File: config.mk
export PLATFORM = sky130hd
export DESIGN_NAME = traffic_light_pedestrian_sequencer_unit
export DESIGN_NICKNAME = d
export VERILOG_FILES = /design/src/rtl/core/tlps_pkg.sv /design/src/rtl/core/traffic_light_pedestrian_sequencer_unit.sv
export SDC_FILE = /design/constraint.sdc
export NUM_CORES = 1
export LEC_CHECK = 0
export ABC_AREA = 1
export BUFFER_PORTS_ARGS = -buffer_cell sky130_fd_sc_hd__buf_2
export CAP_MARGIN = 20
export CELL_PAD_IN_SITES_DETAIL_PLACEMENT = 1
export CELL_PAD_IN_SITES_GLOBAL_PLACEMENT = 2
export CORE_MARGIN = 5
export CORE_UTILIZATION = 32
export CTS_CLUSTER_SIZE = 8
export DETAILED_ROUTE_END_ITERATION = 10
export PLACE_DENSITY = 0.81
export REMOVE_ABC_BUFFERS = 1
export SYNTH_ARGS = -nofsm -noshare
export SYNTH_HDL_FRONTEND = slang
export SYNTH_SLANG_ARGS = --single-unit
File: constraint.sdc
create_clock -name clock -period 3.23 [get_ports clock]
set_input_delay 0.323 -clock clock [delete_from_list [all_inputs] [get_ports clock]]
set_output_delay 0.323 -clock clock [all_outputs]
set_load 0.05 [all_outputs]
File: src/rtl/core/tlps_pkg.sv
// Shared phase codes, register indexes and reset values for the traffic light sequencer.
`default_nettype none

package tlps_pkg;

   localparam int unsigned PHASE_W = 3;
   localparam int unsigned LEN_W   = 16;
   localparam int unsigned BEEP_W  = 8;
   localparam int unsigned INDEX_W = 3;

   typedef logic [PHASE_W-1:0] phase_type;
   typedef logic [LEN_W-1:0]   len_type;
   typedef logic [BEEP_W-1:0]  beep_type;
   typedef logic [1:0]         resume_type;

   localparam phase_type PH_GREEN  = 3'd0;
   localparam phase_type PH_YELLOW = 3'd1;
   localparam phase_type PH_RED    = 3'd2;
   localparam phase_type PH_CLEAR  = 3'd3;
   localparam phase_type PH_WALK   = 3'd4;

   localparam logic [INDEX_W-1:0] REG_GREEN    = 3'd0;
   localparam logic [INDEX_W-1:0] REG_YELLOW   = 3'd1;
   localparam logic [INDEX_W-1:0] REG_RED      = 3'd2;
   localparam logic [INDEX_W-1:0] REG_CLEAR    = 3'd3;
   localparam logic [INDEX_W-1:0] REG_BEEP_ON  = 3'd4;
   localparam logic [INDEX_W-1:0] REG_BEEP_OFF = 3'd5;
   localparam logic [INDEX_W-1:0] REG_BEEP_CNT = 3'd6;

   localparam len_type  GREEN_RST    = 16'd800;
   localparam len_type  YELLOW_RST   = 16'd200;
   localparam len_type  RED_RST      = 16'd1000;
   localparam len_type  CLEAR_RST    = 16'd500;
   localparam beep_type BEEP_ON_RST  = 8'd10;
   localparam beep_type BEEP_OFF_RST = 8'd101;
   localparam beep_type BEEP_CNT_RST = 8'd15;

   // Vehicle phase that follows p; anything past red wraps to green.
   function automatic phase_type following_phase(input phase_type p);
      phase_type r;
      if (p == PH_GREEN) begin
         r = PH_YELLOW;
      end else if (p == PH_YELLOW) begin
         r = PH_RED;
      end else begin
         r = PH_GREEN;
      end
      return r;
   endfunction

endpackage

`default_nettype wire

File: src/rtl/core/traffic_light_pedestrian_sequencer_unit.sv
// Traffic light sequencer with pedestrian crossing: tick in, lamp and buzzer status out.
//
//  channel | dir | handshake          | payload
//  req     | in  | req_tvalid/tready  | tdata[0] button_n (0 = pressed)
//  rsp     | out | rsp_tvalid/tready  | tdata[0] red, [1] green, [2] walk, [3] buzzer,
//          |     |                    |   [6:4] phase_code
//  csr     | in  | csr_valid/ready    | csr_index register, csr_data value
//
// One tick beat per cycle: the phase update and the result are computed in the
// cycle the beat is taken, and the result lands in the output register.
// A beat is taken whenever the output register is empty or being drained.
// Reset returns to green with all lengths at their defaults; csr_ready is always high.
`default_nettype none

module traffic_light_pedestrian_sequencer_unit (
   input  wire logic                          clock,
   input  wire logic                          reset,
   input  wire logic                          req_tvalid,
   output logic                               req_tready,
   input  wire logic [7:0]                    req_tdata,  // [0] button_n
   output logic                               rsp_tvalid,
   input  wire logic                          rsp_tready,
   output logic [7:0]                         rsp_tdata,  // [0] red_lamp, [1] green_lamp,
                                                          // [2] walk_lamp, [3] buzzer_on,
                                                          // [6:4] phase_code
   input  wire logic                          csr_valid,
   output logic                               csr_ready,
   input  wire logic [tlps_pkg::INDEX_W-1:0]  csr_index,
   input  wire logic [tlps_pkg::LEN_W-1:0]    csr_data
);

   // configuration
   tlps_pkg::len_type  green_len_ff, yellow_len_ff, red_len_ff, clear_len_ff;
   tlps_pkg::beep_type beep_on_ff, beep_off_ff, beep_cnt_ff;

   // sequencer state
   tlps_pkg::phase_type  phase_ff, phase_in;
   tlps_pkg::len_type    tick_ff, tick_in;
   tlps_pkg::beep_type   beeps_ff, beeps_in;
   tlps_pkg::resume_type resume_ff, resume_in;

   // output register
   logic       rsp_valid_ff;
   logic [7:0] rsp_data_ff, rsp_data_in;

   logic                req_fire;
   logic                pressed;
   logic                take_over;
   tlps_pkg::phase_type cur_phase;
   tlps_pkg::len_type   cur_tick;
   tlps_pkg::len_type   tick_inc;
   tlps_pkg::len_type   cur_len;
   tlps_pkg::beep_type  beeps_inc;
   logic [8:0]          beep_period;
   logic                red_l, green_l, walk_l, buzz_l;

   assign csr_ready  = 1'b1;
   assign req_tready = !rsp_valid_ff || rsp_tready;
   assign req_fire   = req_tvalid && req_tready;
   assign rsp_tvalid = rsp_valid_ff;
   assign rsp_tdata  = rsp_data_ff;

   always_ff @(posedge clock) begin
      if (reset) begin
         green_len_ff  <= tlps_pkg::GREEN_RST;
         yellow_len_ff <= tlps_pkg::YELLOW_RST;
         red_len_ff    <= tlps_pkg::RED_RST;
         clear_len_ff  <= tlps_pkg::CLEAR_RST;
         beep_on_ff    <= tlps_pkg::BEEP_ON_RST;
         beep_off_ff   <= tlps_pkg::BEEP_OFF_RST;
         beep_cnt_ff   <= tlps_pkg::BEEP_CNT_RST;
      end else if (csr_valid && csr_ready) begin
         unique case (csr_index)
            tlps_pkg::REG_GREEN:    green_len_ff  <= csr_data;
            tlps_pkg::REG_YELLOW:   yellow_len_ff <= csr_data;
            tlps_pkg::REG_RED:      red_len_ff    <= csr_data;
            tlps_pkg::REG_CLEAR:    clear_len_ff  <= csr_data;
            tlps_pkg::REG_BEEP_ON:  beep_on_ff    <= csr_data[tlps_pkg::BEEP_W-1:0];
            tlps_pkg::REG_BEEP_OFF: beep_off_ff   <= csr_data[tlps_pkg::BEEP_W-1:0];
            tlps_pkg::REG_BEEP_CNT: beep_cnt_ff   <= csr_data[tlps_pkg::BEEP_W-1:0];
            default: ;
         endcase
      end
   end

   always_comb begin
      pressed   = !req_tdata[0];
      // a press in a vehicle phase starts the clearance on this very tick
      take_over = pressed && (phase_ff == tlps_pkg::PH_GREEN ||
                              phase_ff == tlps_pkg::PH_YELLOW ||
                              phase_ff == tlps_pkg::PH_RED);
      cur_phase = take_over ? tlps_pkg::PH_CLEAR : phase_ff;
      cur_tick  = take_over ? '0 : tick_ff;
      resume_in = take_over ? tlps_pkg::resume_type'(tlps_pkg::following_phase(phase_ff))
                            : resume_ff;

      red_l   = 1'b0;
      green_l = 1'b0;
      walk_l  = 1'b0;
      buzz_l  = 1'b0;
      cur_len = clear_len_ff;
      unique case (cur_phase)
         tlps_pkg::PH_GREEN: begin
            green_l = 1'b1;
            cur_len = green_len_ff;
         end
         tlps_pkg::PH_YELLOW: begin
            red_l   = 1'b1;
            green_l = 1'b1;
            cur_len = yellow_len_ff;
         end
         tlps_pkg::PH_RED: begin
            red_l   = 1'b1;
            cur_len = red_len_ff;
         end
         tlps_pkg::PH_CLEAR: begin
            red_l   = 1'b1;
            green_l = 1'b1;
         end
         default: begin
            red_l  = 1'b1;
            walk_l = 1'b1;
            buzz_l = cur_tick < {8'd0, beep_on_ff};
         end
      endcase
      rsp_data_in = {1'b0, cur_phase, buzz_l, walk_l, green_l, red_l};

      tick_inc    = cur_tick + 16'd1;
      beeps_inc   = beeps_ff + 8'd1;
      beep_period = {1'b0, beep_on_ff} + {1'b0, beep_off_ff};
      phase_in    = cur_phase;
      tick_in     = tick_inc;
      beeps_in    = beeps_ff;
      if (cur_phase == tlps_pkg::PH_WALK) begin
         if (tick_inc >= {7'd0, beep_period}) begin
            tick_in = '0;
            if (beeps_inc >= beep_cnt_ff) begin
               // last beep done: resume the vehicle cycle
               beeps_in = '0;
               phase_in = (resume_in == 2'd3) ? tlps_pkg::PH_GREEN : {1'b0, resume_in};
            end else begin
               beeps_in = beeps_inc;
            end
         end
      end else if (tick_inc >= cur_len) begin
         tick_in = '0;
         if (cur_phase == tlps_pkg::PH_CLEAR) begin
            phase_in = tlps_pkg::PH_WALK;
            beeps_in = '0;
         end else begin
            phase_in = tlps_pkg::following_phase(cur_phase);
         end
      end
   end

   always_ff @(posedge clock) begin
      if (reset) begin
         phase_ff     <= tlps_pkg::PH_GREEN;
         tick_ff      <= '0;
         beeps_ff     <= '0;
         resume_ff    <= tlps_pkg::PH_YELLOW[1:0];
         rsp_valid_ff <= 1'b0;
      end else begin
         if (req_fire) begin
            phase_ff     <= phase_in;
            tick_ff      <= tick_in;
            beeps_ff     <= beeps_in;
            resume_ff    <= resume_in;
            rsp_valid_ff <= 1'b1;
         end else if (rsp_tready) begin
            rsp_valid_ff <= 1'b0;
         end
      end
   end

   always_ff @(posedge clock) begin
      if (req_fire) begin
         rsp_data_ff <= rsp_data_in;
      end
   end

   a_phase_legal: assert property (@(posedge clock) disable iff (reset)
      phase_ff == tlps_pkg::PH_GREEN || phase_ff == tlps_pkg::PH_YELLOW ||
      phase_ff == tlps_pkg::PH_RED || phase_ff == tlps_pkg::PH_CLEAR ||
      phase_ff == tlps_pkg::PH_WALK)
      else $error("phase register out of range");

   a_resume_vehicle: assert property (@(posedge clock) disable iff (reset)
      resume_ff != 2'd3)
      else $error("resume phase is not a vehicle phase");

   a_press_clears: assert property (@(posedge clock) disable iff (reset)
      req_fire && !req_tdata[0] && phase_ff == tlps_pkg::PH_GREEN
      |=> rsp_tdata[6:4] == tlps_pkg::PH_CLEAR)
      else $error("press in green did not start the clearance");

   a_walk_red: assert property (@(posedge clock) disable iff (reset)
      rsp_valid_ff && rsp_tdata[2] |-> rsp_tdata[0] && !rsp_tdata[1])
      else $error("walk lamp lit without vehicle red");

   a_buzz_walk: assert property (@(posedge clock) disable iff (reset)
      rsp_valid_ff && rsp_tdata[3] |-> rsp_tdata[6:4] == tlps_pkg::PH_WALK)
      else $error("buzzer on outside the walk phase");

endmodule

`default_nettype wire

==> results.sh <==
export IMPL_clock_sinks=124
export IMPL_place_gp_congestion=0.790
export IMPL_setup_violations=18
export IMPL_cts_buffers=17
export IMPL_end_kind="flip-flop"
export IMPL_leakage_nw=4.20
export IMPL_final_period_utilization_pct=102
export IMPL_nFillCells=2628
export IMPL_min_delay_start="csr_data[9]"
export IMPL_ys_seq_area_share_pct=36.7
export IMPL_track_usage_pct=18.8
export IMPL_syn2layout_area_growth_pct=27.6
export IMPL_run_status="finished with violations"
export IMPL_die_h_um=157
export IMPL_drive_gt1_share_pct=22.9
export IMPL_yosys_area_top_type="dfxtp_1"
export IMPL_rsz0062_at_grt="yes"
export IMPL_r2r_start="beep_on_ff[2]"
export IMPL_holdCritPathClass="in2reg"
export IMPL_final_area_um2=8850
export IMPL_tritoncts="done"
export IMPL_crit_chain="ha_4, a21oi_2, nand2_2, a21oi_2, o21bai_1, nand2_1, nand2_1, a21oi_2, xor2_1, ha_1, nand2_2, nor2_2, and2_4, nor2_2, nand3_2, nand2_1, nand3_2, nor2_4, nand3_4, nand2_4, nand2_4, nand3_4, nand2_2, a21oi_2"
export IMPL_via_per_inst=4.97
export IMPL_pin_count=43
export IMPL_routed_wirelength_um=22500
export IMPL_io_buffer_count=33
export IMPL_ys_warn_count=0
export IMPL_path_clk_slew_ps=60
export IMPL_required_ps=3580
export IMPL_violations="negative setup slack"
export IMPL_clock_latency_ps=420
export IMPL_grt_overflow=0
export IMPL_dieWidth_um=157
export IMPL_critPathLaunchType="flip-flop"
export IMPL_synth_xor_area_share_pct=2.27
export IMPL_powerDensity_nw_per_um2=479
export IMPL_drv_cap=0
export IMPL_arrival_ps=3660
export IMPL_min_period_ps=3310
export IMPL_core_area_um2=21200
export IMPL_worst_pin_slew_ps=739
export IMPL_diodes=0
export IMPL_synth_compound_area_share_pct=15.0
export IMPL_r2r_slack_ps=-80
export IMPL_grt_pass1_vias=6905
export IMPL_ys_seq_elements=124
export IMPL_reg2reg_depth=24
export IMPL_synthArstFlopShare_pct=0
export IMPL_cts_hold_buf=0
export IMPL_htree_levels=4
export IMPL_grt_max_degree=84
export IMPL_synth_top_area_share_pct=34.1
export IMPL_initial_core_util_pct=32.8
export IMPL_yosys_top_cells_area="dfxtp_1, nand2_1, ha_1"
export IMPL_dp_hpwl_um=15800
export IMPL_worstPathMaxFanout=8
export IMPL_holdPathStages=3
export IMPL_fin_util_pct=41.8
export IMPL_vias=6681
export IMPL_die_area_um2=24700
export IMPL_grt_first_pass_wirelength_um=36500
export IMPL_synth_top_family_by_area="simple AND/OR/NAND/NOR gates"
export IMPL_syn_instance_count=956
export IMPL_dpl_cell_area_um2=7850
export IMPL_yosysUniqueCellTypes=43
export IMPL_r2r_end="beeps_ff[6]"
export IMPL_max_vdd_ir_drop_mv=0.368
export IMPL_timing_critical_path_mode_cell="a21oi_2"
export IMPL_synthMuxAreaShare_pct=0
export IMPL_first_pass_iters=4
export IMPL_antenna_found_initial=0
export IMPL_min_to="red_len_ff[9]"
export IMPL_fin_skew_ps=9.30
export IMPL_maxSlewViolCount=0
export IMPL_drc=0
export IMPL_synth_ff_type="dfxtp_1"
export IMPL_synth_edf_count=6
export IMPL_yosys_area_share_simple_pct=28.5
export IMPL_ant_nets=0
export IMPL_worst_setup_path_type="reg2reg"
export IMPL_cpMaxStageDelayCell="dfxtp_2"
export IMPL_cts_buffer_depth=2
export IMPL_root_buffer="clkbuf_16"
export IMPL_hold_violations=0
export IMPL_syn_area_um2=6930
export IMPL_post_route_worst_setup_slack_ps=-76.3
export IMPL_avgRoutedWirePerCell_um=16.8
export IMPL_slew_limit_headroom_pct=50.2
export IMPL_rows=53
export IMPL_fmax_mhz=302
export IMPL_drtIter0Drc=373
export IMPL_nets=1140
export IMPL_cpPeakStageDelay_ps=330
export IMPL_synthAdderAreaFrac_pct=9.31
export IMPL_synth_avg_cell_area_um2=7.25
==> worst max-delay path: cells and delay by family, from the launching register on <==
kind	cells	cell delay (ps)
simple gates	16	1530
flops	1	330
xor+xnor	1	220
fa+ha+maj	2	540
compound gates	5	620
==> power breakdown <==
group,total (mW),leakage [nW],switching (mW),internal [mW]
Clock,2.03,0.309,0.738,1.29
Combinational,0.584,2.87,0.378,0.206
Sequential,1.63,1.02,0.0274,1.60
Total,4.24,4.20,1.14,3.09
==> synth_stat cells, drive strengths merged, types with 8 or more instances <==
cell,n
clkbuf,32
nand3,57
ha,50
o211ai,8
xor2,14
a22oi,13
nor2,148
a21oi,73
nand2,191
nand4,31
inv,91
dfxtp,118
o21ai,83
==> through the flow <==
| stage | worst slack (ps) | hold WS, ps | power, mW | cells | TNS [ps] |
|---|---|---|---|---|---|
| 2_1_floorplan | -110 | 385 | 1.95 | 917 | -632 |
| 3_3_place_gp | -198 | 434 | 2.19 | 1300 | -3450 |
| 3_5_place_dp | -305 | 446 | 2.20 | 1300 | -5370 |
| 4_1_cts | -115 | 154 | 4.24 | 1339 | -1330 |
| 5_1_grt | -278 | 186 | 4.40 | 1345 | -4700 |
| 6_report | -76.3 | 168 | 4.24 | 1345 | -676 |
==> timing repair <==
| item | 4_1_cts | 5_1_grt |
|---|---|---|
| setup buffers | 7 | 7 |
| resized for setup | 27 | 57 |
| pin swaps | 16 | 33 |
| setup endpoints to repair | 20 | 27 |
==> state kept, by name, indices dropped and copies added, names as in the netlist <==
signal / count
beep_on_ff: 8
rsp_tvalid: 1
beep_off_ff: 8
green_len_ff: 16
red_len_ff: 16
resume_ff: 2
clear_len_ff: 16
beeps_ff: 8
beep_cnt_ff: 8
phase_ff: 3
yellow_len_ff: 16
tick_ff: 16
rsp_tdata: 6
==> cell families (layout without fill, tap and decap cells) <==
family | after synthesis | count (layout)
buf+inv | 133 | 247
other cells | 2 | 2
flops | 124 | 124
xor+xnor | 18 | 18
fa+ha+maj | 51 | 51
simple gates | 441 | 441
compound gates | 187 | 187
==> layout by cell type (no fill, tap or decap), drive strengths merged, types with 13 or more instances in the layout <==
cell	n
a21oi	73
a22oi	13
buf	121
clkbuf	23
dfxtp	118
ha	50
inv	92
nand2	191
nand3	57
nand4	31
nor2	148
o21ai	83
xor2	14
==> worst max path at each step <==
stage                             start  cells past startpoint     endpoint  slack, ps
after floorplan             phase_ff[1]                     21  beeps_ff[6]       -110
after global placement     req_tdata[0]                     25  beeps_ff[6]       -200
after global routing      beep_on_ff[2]                     25  beeps_ff[6]       -280
final                     beep_on_ff[2]                     24  beeps_ff[6]        -80
after detailed placement   req_tdata[0]                     25  beeps_ff[7]       -310
after CTS                 beep_on_ff[2]                     24  beeps_ff[7]       -110
==> cell type report <==
class	instances	area (µm²)	area share, %
Multi-Input combinational cell	699	4070	46.0
Sequential cell	124	2550	28.8
Timing Repair Buffer	121	902	10.2
Clock buffer	23	520	5.88
Inverter	94	354	4.00
Tap cell	275	344	3.89
Clock inverter	9	105	1.19
==> metal layers <==
metal	GRT usage (%)	wire, µm	vias up
met5	0	0	-
met4	4.67	277	0
met3	2.75	680	21
met2	32.3	11000	78
met1	24.9	10600	3207
li1	-	-	3375
No activity file was read; power rests on OpenSTA's default activity.
